## src/hw/rtl/sdec_pkg.sv

```systemverilog
// ----------------------------------------------------------------------------
// Signed decimal converter package
// Shared types and constants for the signed integer to decimal ASCII unit.
// ----------------------------------------------------------------------------
`timescale 1ns / 1ps
`default_nettype none

package sdec_pkg;

    // Width of the binary input value.
    localparam int unsigned ValueWidth = 32;

    // Number of BCD digits needed for a 32-bit magnitude.
    localparam int unsigned DigitCount = 10;

    // Width of one output character code.
    localparam int unsigned CharWidth = 6;

    // Width of the bit counter used during conversion.
    localparam int unsigned BitCntWidth = $clog2(ValueWidth);

    // Width of the digit counter, wide enough to hold the digit count itself.
    localparam int unsigned DigCntWidth = $clog2(DigitCount + 1);

    typedef logic [3:0]                  t_digit;
    typedef logic [DigitCount*4-1:0]     t_bcd;
    typedef logic [CharWidth-1:0]        t_char;
    typedef logic [ValueWidth-1:0]       t_value;

    // ASCII codes, which fit in the character width.
    localparam t_char CharZero  = 6'd48;
    localparam t_char CharMinus = 6'd45;

endpackage

`default_nettype wire

```

## src/hw/rtl/sdec_in_if.sv

```systemverilog
// ----------------------------------------------------------------------------
// Signed decimal converter input channel
// Valid/ready channel that carries one signed integer per transaction.
// ----------------------------------------------------------------------------
`timescale 1ns / 1ps
`default_nettype none

interface sdec_in_if;

    logic                 valid;
    logic                 ready;
    logic signed [31:0]   value;

    modport source (output valid, output value, input ready);
    modport sink   (input valid, input value, output ready);

endinterface

`default_nettype wire

```

## src/hw/rtl/sdec_out_if.sv

```systemverilog
// ----------------------------------------------------------------------------
// Signed decimal converter output channel
// Valid/ready channel that carries one ASCII character per transaction.
// ----------------------------------------------------------------------------
`timescale 1ns / 1ps
`default_nettype none

interface sdec_out_if;

    logic         valid;
    logic         ready;
    logic [5:0]   character;
    logic         last;

    modport source (output valid, output character, output last, input ready);
    modport sink   (input valid, input character, input last, output ready);

endinterface

`default_nettype wire

```

## src/hw/rtl/signed_int_to_decimal_ascii_unit.sv

```systemverilog
// Sequence: a 32-step bit-serial shift-and-adjust loop converts the accepted
//   magnitude from binary to BCD; then a minus sign is sent for a negative
//   value, leading zero digits are skipped (up to 9, keeping at least one),
//   and the digits are emitted, most significant first. Output stalls hold
//   the sign and digit emission; a new number is taken only in idle state.
// Reset: synchronous, active low; clears the state machine and output valid.
// ----------------------------------------------------------------------------
// Signed integer to decimal ASCII unit
// Converts a signed 32-bit integer into its decimal text, one ASCII character
// per output transaction, with the final character flagged by last.
// ----------------------------------------------------------------------------
`timescale 1ns / 1ps
`default_nettype none

module signed_int_to_decimal_ascii_unit (
    input  wire         i_clk,
    input  wire         i_rst_n,
    sdec_in_if.sink     i_in,
    sdec_out_if.source  o_out
);

    typedef enum logic [2:0] {
        S_IDLE,
        S_CONV,
        S_SIGN,
        S_SKIP,
        S_EMIT
    } t_state;

    t_state                                 r_state,    n_state;
    sdec_pkg::t_value                       r_mag,      n_mag;
    sdec_pkg::t_bcd                         r_bcd,      n_bcd;
    logic                                   r_neg,      n_neg;
    logic [sdec_pkg::BitCntWidth-1:0]       r_bit_cnt,  n_bit_cnt;
    logic [sdec_pkg::DigCntWidth-1:0]       r_dig_cnt,  n_dig_cnt;
    logic                                   r_out_valid, n_out_valid;
    sdec_pkg::t_char                        r_out_char, n_out_char;
    logic                                   r_out_last, n_out_last;

    logic                                   w_out_free;
    sdec_pkg::t_bcd                         w_bcd_adj;
    sdec_pkg::t_digit                       w_top_digit;

    // The output register can take a new character when empty or draining.
    assign w_out_free  = !r_out_valid || o_out.ready;
    assign w_top_digit = r_bcd[sdec_pkg::DigitCount*4-1 -: 4];

    // Add three to every BCD digit of five or more before the next shift.
    always_comb begin
        for (int d = 0; d < sdec_pkg::DigitCount; d++) begin
            if (r_bcd[d*4 +: 4] >= 4'd5) begin
                w_bcd_adj[d*4 +: 4] = r_bcd[d*4 +: 4] + 4'd3;
            end else begin
                w_bcd_adj[d*4 +: 4] = r_bcd[d*4 +: 4];
            end
        end
    end

    // Next-state logic for the conversion and emission sequence.
    always_comb begin
        n_state     = r_state;
        n_mag       = r_mag;
        n_bcd       = r_bcd;
        n_neg       = r_neg;
        n_bit_cnt   = r_bit_cnt;
        n_dig_cnt   = r_dig_cnt;
        n_out_valid = r_out_valid && !o_out.ready;
        n_out_char  = r_out_char;
        n_out_last  = r_out_last;

        case (r_state)
            S_IDLE: begin
                if (i_in.valid) begin
                    n_neg     = i_in.value[sdec_pkg::ValueWidth-1];
                    n_mag     = i_in.value[sdec_pkg::ValueWidth-1]
                              ? sdec_pkg::t_value'(-i_in.value)
                              : sdec_pkg::t_value'(i_in.value);
                    n_bcd     = '0;
                    n_bit_cnt = '0;
                    n_state   = S_CONV;
                end
            end

            S_CONV: begin
                n_bcd     = {w_bcd_adj[sdec_pkg::DigitCount*4-2:0],
                             r_mag[sdec_pkg::ValueWidth-1]};
                n_mag     = {r_mag[sdec_pkg::ValueWidth-2:0], 1'b0};
                n_bit_cnt = r_bit_cnt + 1'b1;
                if (r_bit_cnt == sdec_pkg::BitCntWidth'(sdec_pkg::ValueWidth - 1)) begin
                    n_dig_cnt = sdec_pkg::DigCntWidth'(sdec_pkg::DigitCount);
                    n_state   = r_neg ? S_SIGN : S_SKIP;
                end
            end

            S_SIGN: begin
                if (w_out_free) begin
                    n_out_valid = 1'b1;
                    n_out_char  = sdec_pkg::CharMinus;
                    n_out_last  = 1'b0;
                    n_state     = S_SKIP;
                end
            end

            // Drop leading zero digits, keeping at least one digit.
            S_SKIP: begin
                if (w_top_digit == 4'd0 && r_dig_cnt != sdec_pkg::DigCntWidth'(1)) begin
                    n_bcd     = {r_bcd[sdec_pkg::DigitCount*4-5:0], 4'd0};
                    n_dig_cnt = r_dig_cnt - 1'b1;
                end else begin
                    n_state = S_EMIT;
                end
            end

            // Emit one digit per cycle while the output register is free, most significant first.
            S_EMIT: begin
                if (w_out_free) begin
                    n_out_valid = 1'b1;
                    n_out_char  = sdec_pkg::CharZero + sdec_pkg::t_char'(w_top_digit);
                    n_out_last  = (r_dig_cnt == sdec_pkg::DigCntWidth'(1));
                    n_bcd       = {r_bcd[sdec_pkg::DigitCount*4-5:0], 4'd0};
                    n_dig_cnt   = r_dig_cnt - 1'b1;
                    if (r_dig_cnt == sdec_pkg::DigCntWidth'(1)) begin
                        n_state = S_IDLE;
                    end
                end
            end

            default: begin
                n_state = S_IDLE;
            end
        endcase
    end

    // State and registered outputs; only control state is reset.
    always_ff @(posedge i_clk) begin
        if (!i_rst_n) begin
            r_state     <= S_IDLE;
            r_out_valid <= 1'b0;
        end else begin
            r_state     <= n_state;
            r_out_valid <= n_out_valid;
        end
        r_mag      <= n_mag;
        r_bcd      <= n_bcd;
        r_neg      <= n_neg;
        r_bit_cnt  <= n_bit_cnt;
        r_dig_cnt  <= n_dig_cnt;
        r_out_char <= n_out_char;
        r_out_last <= n_out_last;
    end

    // Channel outputs.
    assign i_in.ready      = (r_state == S_IDLE);
    assign o_out.valid     = r_out_valid;
    assign o_out.character = r_out_char;
    assign o_out.last      = r_out_last;

    // An accepted transaction always starts a conversion.
    a_accept_starts_conv: assert property (@(posedge i_clk) disable iff (!i_rst_n)
        (i_in.valid && i_in.ready) |=> (r_state == S_CONV))
        else $error("accepted value did not start conversion");

    // The minus sign is never the final character.
    a_minus_not_last: assert property (@(posedge i_clk) disable iff (!i_rst_n)
        (r_out_valid && r_out_last) |-> (r_out_char != sdec_pkg::CharMinus))
        else $error("minus sign flagged as last character");

    // Digits remain to be sent whenever the skip or emit state is active.
    a_emit_has_digits: assert property (@(posedge i_clk) disable iff (!i_rst_n)
        (r_state == S_EMIT || r_state == S_SKIP) |-> (r_dig_cnt != '0))
        else $error("digit counter empty while emitting");

    // After conversion the leading BCD digit is a valid decimal digit.
    a_bcd_digit_valid: assert property (@(posedge i_clk) disable iff (!i_rst_n)
        (r_state == S_EMIT || r_state == S_SKIP) |-> (w_top_digit <= 4'd9))
        else $error("BCD digit out of range");

endmodule

`default_nettype wire

```

## src/flat_wrapper.sv

```systemverilog
// flat-port wrapper written by rule: the top's interface ports become plain ports
module signed_int_to_decimal_ascii_unit_flat 
  (i_clk, i_rst_n, i_in_valid, i_in_value, i_in_ready, o_out_valid, o_out_character, o_out_last, o_out_ready);
  sdec_in_if i_in_i ();
  sdec_out_if o_out_i ();
  input  wire i_clk;
  input  wire i_rst_n;
  input wire logic [$bits(i_in_i.valid)-1:0] i_in_valid;
  input wire logic [$bits(i_in_i.value)-1:0] i_in_value;
  output wire logic [$bits(i_in_i.ready)-1:0] i_in_ready;
  output wire logic [$bits(o_out_i.valid)-1:0] o_out_valid;
  output wire logic [$bits(o_out_i.character)-1:0] o_out_character;
  output wire logic [$bits(o_out_i.last)-1:0] o_out_last;
  input wire logic [$bits(o_out_i.ready)-1:0] o_out_ready;
  assign i_in_i.valid = i_in_valid;
  assign i_in_i.value = i_in_value;
  assign i_in_ready = i_in_i.ready;
  assign o_out_valid = o_out_i.valid;
  assign o_out_character = o_out_i.character;
  assign o_out_last = o_out_i.last;
  assign o_out_i.ready = o_out_ready;
  signed_int_to_decimal_ascii_unit u_core (.i_clk(i_clk), .i_rst_n(i_rst_n), .i_in(i_in_i), .o_out(o_out_i));
endmodule
```

## config.mk

```make
export PLATFORM = sky130hd
export DESIGN_NAME = signed_int_to_decimal_ascii_unit_flat
export DESIGN_NICKNAME = d
export VERILOG_FILES = /design/src/hw/rtl/sdec_pkg.sv /design/src/hw/rtl/sdec_in_if.sv /design/src/hw/rtl/sdec_out_if.sv /design/src/hw/rtl/signed_int_to_decimal_ascii_unit.sv /design/src/flat_wrapper.sv
export SDC_FILE = /design/constraint.sdc
export NUM_CORES = 1
export LEC_CHECK = 0
export BUFFER_PORTS_ARGS = -buffer_cell sky130_fd_sc_hd__buf_2
export CAP_MARGIN = 20
export CORE_MARGIN = 4
export CORE_UTILIZATION = 50
export DETAILED_ROUTE_END_ITERATION = 10
export PLACE_DENSITY = 0.71
export SLEW_MARGIN = 20
export SYNTH_ARGS = -nofsm -noshare
export SYNTH_HDL_FRONTEND = slang
export SYNTH_SLANG_ARGS = --single-unit
```

## constraint.sdc

```tcl
create_clock -name i_clk -period 5.1 [get_ports i_clk]
set_clock_uncertainty 0.15 [all_clocks]
set_input_delay 1.02 -clock i_clk [delete_from_list [all_inputs] [get_ports i_clk]]
set_output_delay 1.02 -clock i_clk [all_outputs]
set_load 0.02 [all_outputs]
```

==> results of run 1 <==
-- power groups by stage --
stage	combinational (mW)	sequential, mW	clock, mW
after floorplan	0.263	1.01	0
after global placement	0.329	1.03	0
after detailed placement	0.343	1.03	0
after CTS	0.345	1.01	0.557
after global routing	0.394	1.03	0.589
final	0.343	1.01	0.541
-- worst max path at each step --
stage,from,to,slack (ns),cells after the start
floorplan,u_core.r_dig_cnt[0],u_core.r_bcd[0],0.07,6
global placement,i_in_value[1],u_core.r_mag[25],1.55,6
detailed placement,i_in_value[1],u_core.r_mag[23],1.53,6
CTS,u_core.r_dig_cnt[0],u_core.r_bcd[3],1.77,7
global route,u_core.r_dig_cnt[0],u_core.r_bcd[3],1.61,7
finish,u_core.r_dig_cnt[0],u_core.r_bcd[3],1.80,7
-- per-layer routing --
metal  global-route usage, %  share of wire (%)
met1                    22.2                 48
met2                    28.4                 47
met3                    2.83                4.2
met4                    4.81               0.91
met5                       0                  0
-- logic make-up after synthesis --
kind of cell | after synthesis | synth area share (%)
flip-flops | 92 | 49.2
other | 1 | 0.0677
buffers and inverters | 53 | 3.82
adder cells (fa/ha/maj) | 26 | 5.87
AND/OR/NAND/NOR | 180 | 16.4
XOR/XNOR | 47 | 7.43
AO/OA/AOI/OAI | 153 | 17.0
multiplexers | 1 | 0.181
-- Yosys cell counts (6+ instances only) --
master	n
ha_1	26
o31ai_1	18
a21oi_1	45
nand2_1	64
inv_1	27
nor3b_1	13
o21ai_0	64
clkbuf_1	21
xnor2_1	13
nor3_1	8
nor2_1	40
xor2_1	34
a22o_1	6
nand2b_1	14
edfxtp_1	88
-- state kept, by name, indices dropped and copies added, names as in the netlist --
name	flops
u_core.o_out.character	5
u_core.o_out.last	1
u_core.o_out.valid	1
u_core.r_bcd	40
u_core.r_bit_cnt	5
u_core.r_dig_cnt	4
u_core.r_mag	32
u_core.r_neg	1
u_core.r_state	3
-- area by class of cell --
class / instances / area [µm²] / area share, %
Clock buffer: 10 / 128 / 2.10
Clock inverter: 6 / 88.8 / 1.46
Inverter: 27 / 101 / 1.67
Multi-Input combinational cell: 408 / 2620 / 43.1
Sequential cell: 92 / 2720 / 44.8
Tap cell: 140 / 175 / 2.88
Timing Repair Buffer: 47 / 245 / 4.03
-- worst max-delay path: stages, from the launching register on --
cell and delay, ns:
edfxtp_1 0.42, ha_1 0.21, nor3b_1 0.17, or4b_2 0.69
nand2_1 0.11, a22oi_1 0.10, o21ai_4 0.81, buf_4 0.35
-- per-stage QoR --
stage	instance area (µm²)	hold slack, ns	worst slack (ns)
after global placement	5870	0.359	1.55
after floorplan	5540	0.346	0.0692
after global routing	6080	0.413	1.61
final	6080	0.385	1.80
after detailed placement	5870	0.365	1.53
after CTS	6080	0.390	1.77
==> results.py, run 1 <==
metrics = {
    "critical_path": {
        "crit_type": "flop to flop",
        "crit_required_ns": 5.00,
        "cp-end-kind": "flop",
        "cp-start-kind": "flop",
        "rr_worst_depth": 7,
        "crit_path_max_fanout": 30,
        "cp.arrival_ns": 3.20,
        "r2r_setup_slack_ns": 1.80,
        "reg2reg_to": "u_core.r_bcd[3]",
        "reg2reg_from": "u_core.r_dig_cnt[0]",
    },
    "layout": {
        "fill_cells": 982,
        "final_cell_mix": "88 x edfxtp_1, 63 x nand2_1, 63 x o21ai_0",
        "diodes": 0,
        "fin_cells": 730,
        "final_layout_size_suffix_gt1_share_pct": 12.9,
        "area_delta_synth_final_pct": 9.80,
        "nNetsFinal": 647,
        "layout_commonest_cell": "edfxtp_1",
        "post-route-util_pct": 56.1,
    },
    "clock_tree": {
        "htreeDepth": 3,
        "cts-root-buf": "clkbuf_8",
        "post_cts_buffers": 0,
        "cts_tree": "built",
        "clk_pin_slew_ns": 0.10,
        "clkSinkCount": 92,
        "numCtsBuffers": 9,
        "hold_buffers": 0,
        "clkLatencyLatePin_ns": 0.35,
        "cts_buffer_depth": 2,
        "ctsResizeCount": 0,
    },
    "synth": {
        "synth_nets": 615,
        "syn_inst": 553,
        "synth_top_area_cell": "edfxtp_1",
        "syn_area_um2": 5540,
        "yosys_warnings": 0,
        "yosysUniqueCellTypes": 50,
        "ys.flop_type": "edfxtp_1",
        "ys_seq_area_share_pct": 49.2,
        "avgSynthCellArea_um2": 10.0,
        "synthTopCellsByArea": "edfxtp_1 48%, ha_1 5.9%, o21ai_0 5.8%",
        "synth_edf_count": 88,
        "async_flop_share_pct": 0,
        "synth_top_area_share_pct": 47.7,
        "ys_ff_latch": 92,
    },
    "pwr": {
        "power_mw": 1.90,
        "p_switching_uw": 535,
        "power_frac_comb_pct": 18.1,
        "powerDensity_nw_per_um2": 312,
        "p_seq_share_pct": 53.4,
        "vdd_drop_max_v": 0.000157,
        "power.leakage_nw": 2.25,
        "swShare_pct": 28.2,
        "clkPwrFrac_pct": 28.5,
        "intPower_mw": 1.36,
    },
    "placed_design": {
        "io_buffers": 43,
        "place.gp.congestion": 0.843,
        "hpwlAfterDp_um": 7140,
        "dpl.cell_count": 714,
    },
    "sta": {
        "setup_violations": 0,
        "slew_headroom_pct": 33.9,
        "hold_violations": 0,
        "fin_tns_setup_ns": 0,
        "rsz0062_at_grt": "no",
        "final.period_utilization_pct": 64.7,
        "fin_crit_ns": 3.30,
        "max_freq_mhz": 303,
        "worstMarginPinSlew_ns": 0.988,
        "maxSlewViolCount": 0,
    },
    "die": {
        "pin_count": 45,
        "die-area_um2": 12800,
        "die_h_um": 113,
        "rows": 38,
        "start_util_pct": 51.1,
        "die_w_um": 113,
        "core_area_um2": 10800,
    },
    "hold_path": {
        "hold_depth": 2,
        "hold_end": "u_core.r_mag[11]",
        "worstHoldStart": "u_core.r_mag[10]",
        "hold_class": "flop to flop",
    },
    "global_routing": {
        "grt_pass1_wl_um": 17800,
        "grt.total_usage_pct": 16.7,
        "grt_pass1_vias": 3912,
        "grt_start_max_net_pins": 47,
        "grt.overflow.total": 0,
        "antenna_found_initial": 0,
    },
    "detailed_routing": {
        "ant_nets": 0,
        "drc_errors": 0,
        "viasPerCell": 5.63,
        "wl_per_cell_um": 14.5,
        "drt-initial-drc-count": 238,
        "wl_um": 10600,
        "vias": 4111,
        "drt_first_pass_iters": 5,
    },
    "job": {
        "drv_cap": 0,
    },
    "outcome": {
        "status": "finished clean",
    },
}
(Power assumes the default switching activity.)
==> inputs of run 2 (changes only) <==
--- a/config.mk
+++ b/config.mk
@@ -5,12 +5,13 @@
 export SDC_FILE = /design/constraint.sdc
 export NUM_CORES = 1
 export LEC_CHECK = 0
+export ABC_AREA = 1
 export BUFFER_PORTS_ARGS = -buffer_cell sky130_fd_sc_hd__buf_2
 export CAP_MARGIN = 20
 export CORE_MARGIN = 4
 export CORE_UTILIZATION = 50
 export DETAILED_ROUTE_END_ITERATION = 10
-export PLACE_DENSITY = 0.71
+export PLACE_DENSITY = 0.68
 export SLEW_MARGIN = 20
 export SYNTH_ARGS = -nofsm -noshare
 export SYNTH_HDL_FRONTEND = slang
==> constraint.sdc (replaced) <==
create_clock -name i_clk -period 3.5 [get_ports i_clk]
set_clock_uncertainty 0.15 [all_clocks]
set_input_delay 0.7 -clock i_clk [delete_from_list [all_inputs] [get_ports i_clk]]
set_output_delay 0.7 -clock i_clk [all_outputs]
set_load 0.02 [all_outputs]
==> run 2 against run 1 <==
Routed wire length grew 13%. Cell count grew 22%. Global-route usage grew 2.1 points. Fmax grew 32%. Highest routed layer unchanged. Register-to-register slack lost 0.81 ns. Die area grew 3.4%. Cell area grew 4.9%. Non-clock buffer count grew 3. Synthesized cell count grew 27%.
==> results.py, run 2 <==
metrics = {
    "detailed_routing": {
        "drt-initial-drc-count": 354,
        "wl_um": 12000,
        "ant_nets": 0,
        "vias": 4720,
        "viasPerCell": 5.32,
        "drc_errors": 0,
        "wl_per_cell_um": 13.5,
        "drt_first_pass_iters": 5,
    },
    "global_routing": {
        "grt_start_max_net_pins": 46,
        "grt_pass1_wl_um": 20000,
        "grt.overflow.total": 0,
        "grt.total_usage_pct": 18.9,
        "grt_pass1_vias": 4377,
        "antenna_found_initial": 0,
    },
    "clock_tree": {
        "cts_tree": "built",
        "cts-root-buf": "clkbuf_16",
        "hold_buffers": 0,
        "post_cts_buffers": 0,
        "clk_pin_slew_ns": 0.06,
        "ctsResizeCount": 0,
        "cts_buffer_depth": 2,
        "clkSinkCount": 92,
        "numCtsBuffers": 9,
        "clkLatencyLatePin_ns": 0.34,
        "htreeDepth": 3,
    },
    "critical_path": {
        "crit_required_ns": 3.33,
        "reg2reg_from": "u_core.r_bit_cnt[0]",
        "crit_path_max_fanout": 40,
        "rr_worst_depth": 12,
        "cp-start-kind": "flop",
        "cp.arrival_ns": 2.33,
        "cp-end-kind": "flop",
        "critPathLaunch": "u_core.r_bit_cnt[0]",
        "endpoint": "u_core.r_bcd[9]",
        "crit_type": "flop to flop",
        "r2r_setup_slack_ns": 0.99,
        "reg2reg_to": "u_core.r_bcd[9]",
    },
    "pwr": {
        "vdd_drop_max_v": 0.000489,
        "powerDensity_nw_per_um2": 861,
        "power.leakage_nw": 2.78,
    },
    "layout": {
        "largest_registers": "u_core.r_bcd: 40 flops, u_core.r_mag: 32 flops",
        "layout_commonest_cell": "nand2_1",
        "nNetsFinal": 805,
        "diodes": 0,
        "largest_reg_flops": 40,
        "stdcell_area_um2": 6380,
        "top_register": "u_core.r_bcd",
        "final_layout_size_suffix_gt1_share_pct": 10.6,
        "fin_cells": 888,
        "area_delta_synth_final_pct": 11.1,
        "final_cell_mix": "161 x nand2_1, 96 x nor2_1, 89 x inv_1",
        "post-route-util_pct": 57.9,
    },
    "synth": {
        "yosysUniqueCellTypes": 32,
        "synthTopCellsByArea": "edfxtp_1 46%, nand2_1 11%, nor2_1 6.3%",
        "syn_area_um2": 5740,
        "yosys_warnings": 0,
        "synth_top_area_cell": "edfxtp_1",
        "ys_ff_latch": 92,
        "synth_commonest_cells": "161 x nand2_1, 97 x nor2_1, 89 x inv_1",
        "ys.flop_type": "edfxtp_1",
        "syn_inst": 702,
        "yosysMostFrequentCell": "nand2_1",
        "avgSynthCellArea_um2": 8.18,
        "synth_nets": 764,
        "synth_top_area_share_pct": 46.0,
        "ys_seq_area_share_pct": 47.4,
        "async_flop_share_pct": 0,
        "synth_edf_count": 88,
    },
    "die": {
        "start_util_pct": 52.1,
        "die_h_um": 115,
        "core_area_um2": 11000,
        "pin_count": 45,
        "die-area_um2": 13300,
        "rows": 38,
        "die_w_um": 115,
    },
    "hold_path": {
        "hold_class": "flop to flop",
    },
    "sta": {
        "fin_tns_setup_ns": 0,
        "setup_violations": 0,
        "final.period_utilization_pct": 71.6,
        "rsz0062_at_grt": "no",
        "slew_headroom_pct": 64.7,
        "fin_crit_ns": 2.51,
        "max_freq_mhz": 399,
        "worstMarginPinSlew_ns": 0.529,
        "maxSlewViolCount": 0,
        "hold_violations": 0,
    },
    "outcome": {
        "status": "finished clean",
    },
    "job": {
        "drv_cap": 0,
    },
    "placed_design": {
        "place.gp.congestion": 0.833,
        "hpwlAfterDp_um": 8590,
        "post_dp_cell_area_um2": 6100,
        "dpl.cell_count": 872,
        "io_buffers": 43,
    },
}
run 2: cell types whose count changed in the layout (fill, tap and decap cells not counted), sizes merged, moves of 14 or more:
cell,delta
nand2,+101
inv,+65
nor2,+61
nand3,+48
a21oi,-20
o32ai,+18
o31ai,-17
xor2,-17
nand2b,-14
run 2: cell families after synthesis:
logic type | Yosys count | synth area share (%)
and+or+nand+nor | 331 | 24.1
adders and majority gates | 26 | 5.66
AOI/OAI and AO/OA | 119 | 11.9
buffers and inverters | 113 | 7.82
DFF | 92 | 47.4
xor gates and xnor gates | 20 | 3.05
other | 1 | 0.0653
run 2: layout make-up:
cell class                      instances  area [µm²]
Inverter                               93         349
Clock inverter                          3        37.5
Timing Repair Buffer                   50         268
Clock buffer                           13         240
Tap cell                              140         175
Multi-Input combinational cell        497        2590
Fill cell                             969        4650
Sequential cell                        92        2720
run 2: layer usage:
metal	part of all wire, %	global-route usage, %
met1	47	25.7
met2	46	30.1
met3	5.4	4.05
met4	1.6	6.26
met5	0	0
run 2: worst min-delay path by stage:
stage | startpoint | end | slack (ns) | cells past startpoint
6_report | u_core.r_state[2] | u_core.r_state[2] | 0.37 | 2
5_1_grt | u_core.r_mag[27] | u_core.r_mag[28] | 0.41 | 2
4_1_cts | u_core.r_state[2] | u_core.r_state[2] | 0.36 | 2
3_5_place_dp | u_core.r_state[2] | u_core.r_state[2] | 0.35 | 2
3_3_place_gp | u_core.r_mag[21] | u_core.r_mag[22] | 0.35 | 2
2_1_floorplan | u_core.r_state[2] | u_core.r_state[2] | 0.33 | 2
run 2: power by group:
part	internal (mW)	switching, mW	leakage [nW]
sequential	2.04	0.291	0.896
clock	0.550	0.395	0.133
combinational	0.697	1.52	1.75
run 2: critical path, stage by stage, from the launching register on:
cell	delay, ns
edfxtp_1	0.42
ha_1	0.23
nand2_1	0.07
nor2_1	0.04
ha_1	0.18
inv_1	0.05
nand2_1	0.06
nand3_1	0.13
nor2_4	0.05
nand3_1	0.11
nand2_1	0.10
nor2_4	0.08
buf_4	0.43
run 2: per-stage QoR:
stage,hold slack [ns],setup WS (ns),power [mW]
after floorplan,0.325,0.255,3.98
after global placement,0.351,0.958,4.47
after detailed placement,0.353,0.853,4.58
after CTS,0.363,0.973,5.54
after global routing,0.406,0.805,5.97
final,0.366,0.995,5.50
